--- src/rtl/mpq_pkg.sv ---
// Shared types and constants for the pair max-priority queue.
`default_nettype none

package mpq_pkg;

  localparam int unsigned FIELD_W  = 32;
  localparam int unsigned STATUS_W = 2;
  localparam int unsigned COUNT_W  = 7;

  typedef enum logic [1:0] {
    OP_INSERT = 2'd0,
    OP_REMOVE = 2'd1,
    OP_POP    = 2'd2,
    OP_NOP    = 2'd3
  } op_e;

  typedef enum logic [STATUS_W-1:0] {
    ST_OK        = 2'd0,
    ST_NOT_FOUND = 2'd1,
    ST_EMPTY     = 2'd2,
    ST_FULL      = 2'd3
  } status_e;

  // Control broadcast from the sequencer to every cell of the chain.
  typedef struct packed {
    logic cmp;
    logic apply;
    op_e  op;
  } mpq_ctrl_t;

endpackage

`default_nettype wire

--- src/rtl/mpq_cell.sv ---
// One cell of the sorted chain: holds a pair and shifts with its neighbours.
`default_nettype none

module mpq_cell import mpq_pkg::*; #(
  parameter int unsigned KEY_BITS = 32
) (
  input  wire logic                    clk_i,
  input  wire logic                    rst_ni,
  input  wire mpq_ctrl_t               ctrl_i,
  input  wire logic [2*KEY_BITS-1:0]   key_i,
  input  wire logic                    left_ge_i,
  input  wire logic [2*KEY_BITS-1:0]   left_key_i,
  input  wire logic                    left_valid_i,
  input  wire logic [2*KEY_BITS-1:0]   right_key_i,
  input  wire logic                    right_valid_i,
  input  wire logic                    found_i,
  output logic      [2*KEY_BITS-1:0]   key_o,
  output logic                         valid_o,
  output logic                         gt_o,
  output logic                         eq_o
);

  logic [2*KEY_BITS-1:0] key_q, key_d;
  logic                  valid_q, valid_d;
  logic                  gt_q, eq_q;
  logic                  ge;

  assign ge = gt_q | eq_q;

  always_comb begin
    key_d   = key_q;
    valid_d = valid_q;
    if (ctrl_i.apply) begin
      case (ctrl_i.op)
        OP_INSERT: begin
          // Entries not below the new pair stay; the first smaller one
          // takes the new pair and the rest move one place down.
          if (!ge) begin
            if (left_ge_i) begin
              key_d   = key_i;
              valid_d = 1'b1;
            end else begin
              key_d   = left_key_i;
              valid_d = left_valid_i;
            end
          end
        end
        OP_REMOVE: begin
          if (found_i && !gt_q) begin
            key_d   = right_key_i;
            valid_d = right_valid_i;
          end
        end
        OP_POP: begin
          key_d   = right_key_i;
          valid_d = right_valid_i;
        end
        default: begin
          key_d   = key_q;
          valid_d = valid_q;
        end
      endcase
    end
  end

  always_ff @(posedge clk_i) begin
    key_q <= key_d;
  end

  always_ff @(posedge clk_i or negedge rst_ni) begin
    if (!rst_ni) begin
      valid_q <= 1'b0;
      gt_q    <= 1'b0;
      eq_q    <= 1'b0;
    end else begin
      valid_q <= valid_d;
      if (ctrl_i.cmp) begin
        gt_q <= valid_q && (key_q > key_i);
        eq_q <= valid_q && (key_q == key_i);
      end
    end
  end

  assign key_o   = key_q;
  assign valid_o = valid_q;
  assign gt_o    = gt_q;
  assign eq_o    = eq_q;

endmodule

`default_nettype wire

--- config.mk ---
export PLATFORM = sky130hd
export DESIGN_NAME = mpq_cell
export DESIGN_NICKNAME = d
export VERILOG_FILES = /design/src/rtl/mpq_pkg.sv /design/src/rtl/mpq_cell.sv
export SDC_FILE = /design/constraint.sdc
export NUM_CORES = 1
export LEC_CHECK = 0
export ABC_AREA = 1
export BUFFER_PORTS_ARGS = -buffer_cell sky130_fd_sc_hd__buf_2
export CAP_MARGIN = 25
export CORE_MARGIN = 1.5
export CORE_UTILIZATION = 46
export CTS_CLUSTER_DIAMETER = 100
export DETAILED_ROUTE_END_ITERATION = 16
export PLACE_DENSITY_LB_ADDON = 0.08
export SLEW_MARGIN = 20
export SYNTH_ARGS = -nofsm -noshare
export SYNTH_HDL_FRONTEND = slang
export SYNTH_SLANG_ARGS = --single-unit
--- constraint.sdc ---
create_clock -name clk_i -period 4.8 [get_ports clk_i]
set_input_delay 0.96 -clock clk_i [delete_from_list [all_inputs] [get_ports clk_i]]
set_output_delay 0.96 -clock clk_i [all_outputs]
set_load 0.03 [all_outputs]
==> Word level (Yosys, flattened, before mapping) <==
Cells that the tools add are included.
{ "classes": {"n_mul": 0, "div_mod_pow": 0, "shift": 0, "n_reduce_logical": 7, "n_mux": 8, "order_cmp": 1, "n_eq_ne": 5, "add_sub_neg": 0, "bitwise_logic": 1} }
{ "ops": {"columns": ["op", "count"], "rows": [
  ["64-bit 2-to-1 mux", 3],
  ["64-bit case mux with 3 select lines", 1],
  ["64-bit == test", 1],
  ["64-bit > comparator", 1],
  ["2-bit inequality test, second input constant", 2],
  ["4-bit AND reduction", 1],
  ["1-bit logical AND", 3],
  ["1-bit 2-to-1 mux", 3],
  ["1-bit case mux with 3 select lines", 1],
  ["3-bit nonzero test", 1],
  ["2-bit by 1-bit == test with 1-bit output, second input constant", 1],
  ["2-bit == test, second input constant", 1],
  ["2-bit zero test", 1],
  ["1-bit zero test", 1],
  ["1-bit OR", 1]
]} }
{ "totals": {"ram_bits": 0, "input_bits": 202, "latch_bits": 0, "rom_bits": 0, "output_inout_bits": 67, "memories": 0, "reg_bits": 67, "elab_cells": 26} }

==> Longest topological paths before layout <==
Gate-level depths: netlist (run 1).
{ "logic_depth": {"depth_word": 4, "mapped_depth": 17} }

==> Least setup slack after synthesis (run 1) <==
OpenSTA, ideal clock, no wires.
{ "synth_path": {"kind": "in2reg", "from": "input port ctrl_i[1] in the netlist's numbering", "to": "register valid_q, in the netlist valid_o", "slack_ps": 383, "path_buffers": 0, "setup_ps": 124, "arrival_ps": 4293, "t_required_ps": 4676, "stages": 7, "path_cell_list": "inv_1 -> ha_1 -> nand2_1 -> nand2_1 -> a211oi_2 -> o21ai_1 -> o21a_1"} }
{ "synth_via": {"elab_chain_len": 3} }
{ "synth_rtl": {"columns": ["element", "line", "source"], "rows": [
  ["from (decl)", "mpq_cell.sv:9", "input wire mpq_ctrl_t ctrl_i,"],
  ["2-bit by 1-bit == test with 1-bit output (tied with other cells)", "mpq_cell.sv:34", "case (ctrl_i.op)"],
  ["2-bit inequality test (no source line) / 3-bit nonzero test (equally long branches)", null, null],
  ["4-bit AND reduction (no source line)", null, null],
  ["to (signal assigned)", "mpq_cell.sv:76", "valid_q <= valid_d;"],
  ["to (decl)", "mpq_cell.sv:24", "logic valid_q, valid_d;"]
]} }
Parallel ways exist; a longest one is shown, timed or not.
A chain may end at the register's enable or synchronous reset.

==> Final worst setup path (run 1) <==
{ "layout_path": {"from": "input port ctrl_i[0] in the netlist's numbering", "to": "register key_q[52], in the netlist key_o[52] (data pin)"} }
{ "layout_via": {"elab_chain_len": 2} }
{ "layout_rtl": {"columns": ["element", "line", "source"], "rows": [
  ["2-bit == test (tied with other cells)", "mpq_cell.sv:34", null],
  ["64-bit case mux with 3 select lines (*)", "mpq_cell.sv:34", null],
  ["to (signal assigned)", "mpq_cell.sv:67", "key_q <= key_d;"],
  ["to (decl)", "mpq_cell.sv:23", "logic [2*KEY_BITS-1:0] key_q, key_d;"]
]} }
Mark *: on every way between the ends. The rest lies on a longest branch, timed or not.

==> results of run 1 <==
-- routing by layer --
metal	vias to the layer above	global-route usage [%]	wire [um]
met5	-	0	0
met4	0	10.9	439
met3	37	4.40	1060
met2	202	43.8	7020
met1	2275	25.7	5630
li1	2700	-	-
-- report_power, final --
part | switching (uW) | internal, uW
Combinational | 363 | 216
Clock | 220 | 200
Sequential | 30.2 | 719
-- cells by family (layout without fill, tap and decap cells) --
kind of cell    after synthesis  after routing
compound gates              173            173
fa+ha+maj                    67             67
buf+inv                     114            373
flops                        67             67
other cells                   0              2
simple gates                236            236
-- worst paths after layout --
check                                 end  slack (ns)  cells after the start
worst max-delay path            key_o[52]        2.26                      5
worst min-delay path                 gt_o        0.40                      1
worst max register to register    valid_o        2.79                      6
min in group clk_i                valid_o        0.52                      1
worst min register to register    valid_o        0.52                      1
max in group asynchronous            eq_o        4.29                      1
-- registers in the layout, summed over array words and instances (netlist names) --
name     flops
valid_o      1
eq_o         1
gt_o         1
key_o       64
-- layout make-up --
class                           instances  area, um2
Tap cell                              140        175
Sequential cell                        67       2000
Timing Repair Buffer                  271       1390
Clock inverter                          3       15.0
Antenna cell                            2       5.00
Multi-Input combinational cell        476       2710
Fill cell                             998       4090
Inverter                               86        323
Clock buffer                           13        149
-- critical path: cells and delay by family --
kind	cells	cell delay (ns)
AOI/OAI and AO/OA	1	0.13
buffers and inverters	3	0.65
adders and majority gates	1	0.80
-- through the flow --
step | cells | util (%)
after floorplan | 657 | -
after global placement | 1039 | 60.5
after detailed placement | 1039 | 60.5
after CTS | 1055 | 62.0
after global routing | 1058 | 62.3
final | 1058 | 62.3
-- cells in the mapped netlist --
master and instances:
nand2_1 195, inv_1 77, o21ai_0 72, ha_1 67
edfxtp_1 64, o21ai_1 59, a21oi_1 31, nor2_1 20
clkbuf_1 13, buf_2 12, inv_2 7, nand4_1 5
nand2_2 4, nand3_1 4, o21a_1 4, buf_1 3
dfrtp_1 3, a21oi_2 2, clkinv_1 2, nand3_2 2
nor2_2 2, a211oi_2 1, a21o_1 1, a31oi_1 1
nor2_4 1, nor3_1 1, nor3_2 1, o21bai_1 1
o22ai_1 1, or2_2 1
-- cell usage in the layout (no fill, tap or decap) --
master	synthesis	routed
clkinv_2	0	3
a21o_1	1	1
inv_1	77	77
diode_2	0	2
o21ai_1	59	59
buf_4	0	3
o21bai_1	1	1
ha_1	67	66
clkbuf_1	13	3
buf_2	12	267
o22ai_1	1	1
nor3_2	1	1
nor2_4	1	1
a31oi_1	1	1
buf_16	0	1
a21oi_1	31	31
or2_2	1	1
nor3_1	1	1
nand2_1	195	195
nand4_1	5	5
nor2_1	20	20
clkbuf_8	0	10
nand3_1	4	4
inv_2	7	7
a21oi_2	2	2
nor2_2	2	2
a211oi_4	0	1
nand2_2	4	4
clkinv_1	2	2
dfrtp_1	3	3
o21a_1	4	4
nand3_2	2	2
ha_4	0	1
edfxtp_1	64	64
o21ai_0	72	72
==> qor.txt, run 1 <==
CP endpoint kind = register
number of port buffers = 268
final worst slack = 2.26 ns
DRC viols = 0
leakage power total = 0.00355 uW
Slowest-stage cell, CP = ha_4
total of max-cap violations = 0
post-route ant nets = 0
crit path DAT = 2.62 ns
vias in the first global route = 4896
Net Count, Synth = 926
Cell Chain, Critical Path = buf_2 > inv_1 > ha_4 > buf_4 > o21ai_1
Power Density = 259 nW/um2
adder-cell share of the synthesized area = 16.4%
hold_ws = 0.401 ns
gp weighted congestion = 0.835
CP startpoint kind = input pin
top post-synthesis cells by area = edfxtp_1 38%, ha_1 16%, nand2_1 14%
clk slew on worst S/H paths = 0.07 ns
FMAX = 394 MHz
post-synthesis compound-gate area fraction = 17.5%
worst skew pair latency = 0.35 ns
initial antenna violation count = 2
layout cell share with drive strength beyond 1 = 33.4%
Seq/Total Area, Yosys = 39.0%
crit path kind = input pin to register
synthesized area = 5120 um2
first-pass GRT wire length = 21.6 mm
Worst Path Max Fanout = 91
Initial DRT Pass Iterations = 4
Via-to-Cell Ratio = 4.93
Initial DRC Count = 279
Clock Path Buffers = 2
Final Slew Violations = 0
mux contribution to synthesized area = 0%
core outline area = 10800 um2
Slew Limit Headroom = 41.1%
Critical Path Source = ctrl_i[0]
Die H = 109 um
final number of hold-violating endpoints = 0
simple-gate share of the synthesized area = 18.5%
die area = 11800 um2
final instance area = 6760 um2
total gr overflow = 0
Post-Place Worst Slack = 1.92 ns
Hold Buf Count CTS = 0
Tcrit/Tclk final = 52.9%
Final Skew = 0.0101 ns
RSZ-0062 raised after global routing = no
setup_tns = 0 ns
syn_area_per_cell = 7.80 um2
total track usage = 23.6%
Slew @ Worst Pin = 0.884 ns
post-synthesis cell count = 657
CTS resizes = 0
Peak VDD IR = 131 uV
DR vias = 5214
endpoints failing setup = 0
CTS Buf Count = 9
Worst path max stage delay = 0.80 ns
XOR/XNOR Fraction of Synth Area = 0%
post-CTS setup buffer count = 0
WL/cell = 13.4 um
fin crit period = 2.54 ns
Final #Nets = 1180
post-synth top area share = 37.5%
synth warn = 0
H-tree depth = 3
CTS tree = built
status = finished, final reports clean
Final Power = 1750 uW
CP Data Required Time = 4.88 ns
dpl cell area = 6560 um2
Layout area overhead = 31.8%
HP Class = input pin to asynchronous set/reset pin
Reg2Reg Launch Point = gt_o
Die Width = 109 um
clock sink count = 67
I/O Pins = 269
Initial Util = 47.3%
std cell rows = 38
main combinational cell family by area after synthesis = simple AND/OR/NAND/NOR gates
DRT Wirelength = 14.1 mm
pin count of the biggest net entering global routing = 129
post-DP HPWL = 10.9 mm
Synth area leader = edfxtp_1
Root Buffer = clkbuf_8
Yosys reg bits = 67
library cells used by synthesis = 30
(Power assumes the default switching activity.)
==> run 2, diff against run 1 <==
Clock period 4.8 ns to 2.45 ns, I/O delays scaled along.
==> run 2 against run 1 <==
  * Worst setup slack worse by 1.5 ns
  * Final area is 2.1% higher
  * Final cell count grew 0.28%
  * Global-route usage rose by 0.29 points
  * Sequential share of layout area fell by 0.58 points
  * Clock power is 120% higher
  * Register-to-register slack got worse by 2.0 ns
  * Combinational power is 100% higher
  * Count of clock-buffer cells in the layout decreased by 4
  * Largest cell class unchanged
  * Hold slack worse by 0.043 ns
  * Critical path type is now register to register
==> qor.txt, run 2 (synthesis results as in run 1) <==
Via-to-Cell Ratio = 4.94 (+0.33%)
Root Buffer = clkbuf_8
Tcrit/Tclk final = 67.3%
global route hottest layer = met2
Hold Buf Count CTS = 1 (+1)
first-pass GRT wire length = 22.0 mm (+1.5%)
total gr overflow = 0 (unchanged)
pin count of the biggest net entering global routing = 50 (-61%)
dpl cell area = 6690 um2 (+2.0%)
die area = 11800 um2 (unchanged)
number of port buffers = 268 (unchanged)
Die Width = 109 um (unchanged)
total track usage = 23.9% (+0.29 points)
Initial Util = 47.3% (unchanged)
CTS tree = built
Die H = 109 um (unchanged)
leakage power total = 0.00359 uW (+1.3%)
final number of hold-violating endpoints = 0 (unchanged)
Clock Power Share = 26.1% (+2.1 points)
Logic pwr share = 32.7% (-0.4 points)
RSZ-0062 raised after global routing = no
CP Data Required Time = 2.69 ns (-2.19 ns)
fin crit period = 1.65 ns
endpoints failing setup = 0 (unchanged)
DRC viols = 0 (unchanged)
crit path kind = register to register
Peak VDD IR = 260 uV (+98%)
Layout area overhead = 34.5%
crit path DAT = 1.89 ns (-0.73 ns)
total of max-cap violations = 0 (unchanged)
M2 GR Usage = 44.1% (+0.22 points)
Final #Nets = 1185 (+0.42%)
vias in the first global route = 4957 (+1.2%)
# diodes = 0 (-2)
Final Skew = 0.00910 ns (-0.000959 ns)
Largest register FFs = 64 (unchanged)
hold_ws = 0.358 ns (-0.0426 ns)
post-DP HPWL = 11.5 mm (+5.5%)
internal power = 2320 uW (+100%)
WL/cell = 13.3 um (-0.66%)
Final Slew Violations = 0 (unchanged)
CTS resizes = 0 (unchanged)
Post-Place Worst Slack = 0.464 ns (-1.46 ns)
final worst slack = 0.800 ns (-1.46 ns)
final instance area = 6900 um2 (+2.1%)
Switching Fraction = 34.8% (-0.32 points)
CTS Buf Count = 9 (unchanged)
HP Class = input pin to register
layout cell share with drive strength beyond 1 = 34.6% (+1.2 points)
Worst Path Max Fanout = 3 (-97%)
NetSw = 1240 uW (+100%)
Final Power = 3550 uW (+100%)
Slew Limit Headroom = 67.2% (+26 points)
commonest non-fill, non-tap cell in the layout = buf_2
FMAX = 606 MHz
Clock Path Buffers = 2 (unchanged)
Power Density = 515 nW/um2 (+99%)
std cell rows = 38 (unchanged)
# placed instances = 1044 (+0.48%)
CP startpoint kind = register
Cell Count, Final, Fillers Out = 1061 (+0.28%)
I/O Pins = 269 (unchanged)
most frequent cells in the layout = 267 x buf_2, 193 x nand2_1, 76 x inv_1, 72 x o21ai_0
initial antenna violation count = 0 (-2)
H-tree depth = 3 (unchanged)
gp weighted congestion = 0.839 (+0.58%)
clk slew on worst S/H paths = 0.08 ns (about the same)
Flop pwr share = 41.2% (-1.6 points)
GRT met3 Usage = 3.86% (-0.54 points)
Initial DRC Count = 315 (+13%)
grt met1 use = 27.9% (+2.1 points)
worst skew pair latency = 0.35 ns (about the same)
CP endpoint kind = register
core outline area = 10800 um2 (unchanged)
Initial DRT Pass Iterations = 5 (+1)
post-route ant nets = 0 (unchanged)
DR vias = 5246 (+0.61%)
status = finished, final reports clean
clock sink count = 67 (unchanged)
DRT Wirelength = 14.1 mm (-0.37%)
Slew @ Worst Pin = 0.492 ns (-0.392 ns)
post-CTS setup buffer count = 0 (unchanged)
-- run 2: changes by cell type in the layout (fill, tap and decap cells not counted), moves of 2 or more --
| cell | change |
|---|---|
| buf_12 | +5 |
| clkbuf_1 | -3 |
| clkinvlp_4 | +2 |
| diode_2 | -2 |
| ha_1 | -2 |
| nand2_1 | -2 |
| nand2_2 | +2 |
-- run 2: critical path, stage by stage (launching register included) --
cell      delay (ns)
edfxtp_1        0.40
ha_1            0.33
a21oi_1         0.17
nand2_1         0.09
a21oi_1         0.17
nand2_1         0.09
nand2_1         0.06
nand2_1         0.05
nand2_1         0.05
nand2_1         0.04
nand2_1         0.05
nand2_1         0.04
-- run 2: final timing paths --
check                           from      end  slack (ns)  depth (start not counted)
hold reg to reg              valid_o  valid_o        0.54                          1
min in group asynchronous     rst_ni  valid_o        0.48                          2
setup reg to reg           key_o[11]     gt_o        0.80                         11
max in group asynchronous     rst_ni     gt_o        1.83                          2
hold / removal             ctrl_i[3]     eq_o        0.36                          2
setup / recovery           key_o[11]     gt_o        0.80                         11
-- run 2: through the flow --
step           util (%)  TNS, ns
2_1_floorplan         -   -26.96
3_3_place_gp       61.7        0
3_5_place_dp       61.7        0
4_1_cts            63.6        0
5_1_grt            63.6        0
6_report           63.6        0
-- run 2: power groups by stage --
stage | clock network [uW] | logic [uW] | registers, uW
after floorplan | 0 | 541 | 1690
after global placement | 0 | 1140 | 1480
after detailed placement | 0 | 1170 | 1490
after CTS | 952 | 1180 | 1460
after global routing | 989 | 1310 | 1480
final | 927 | 1160 | 1460
-- run 2: final cells by class --
type / instances / area [um2]
timing repair buffer: 276 / 1470
inverter: 86 / 335
sequential: 67 / 2000
clock inverter: 7 / 68.8
multi-input combinational: 476 / 2730
clock buffer: 9 / 124
fill: 1001 / 3950
tap: 140 / 175
-- run 2: routing by layer --
layer,wire (um),vias up
met5,0,-
met4,273,0
met3,967,25
met2,7180,199
met1,5680,2315
li1,-,2707
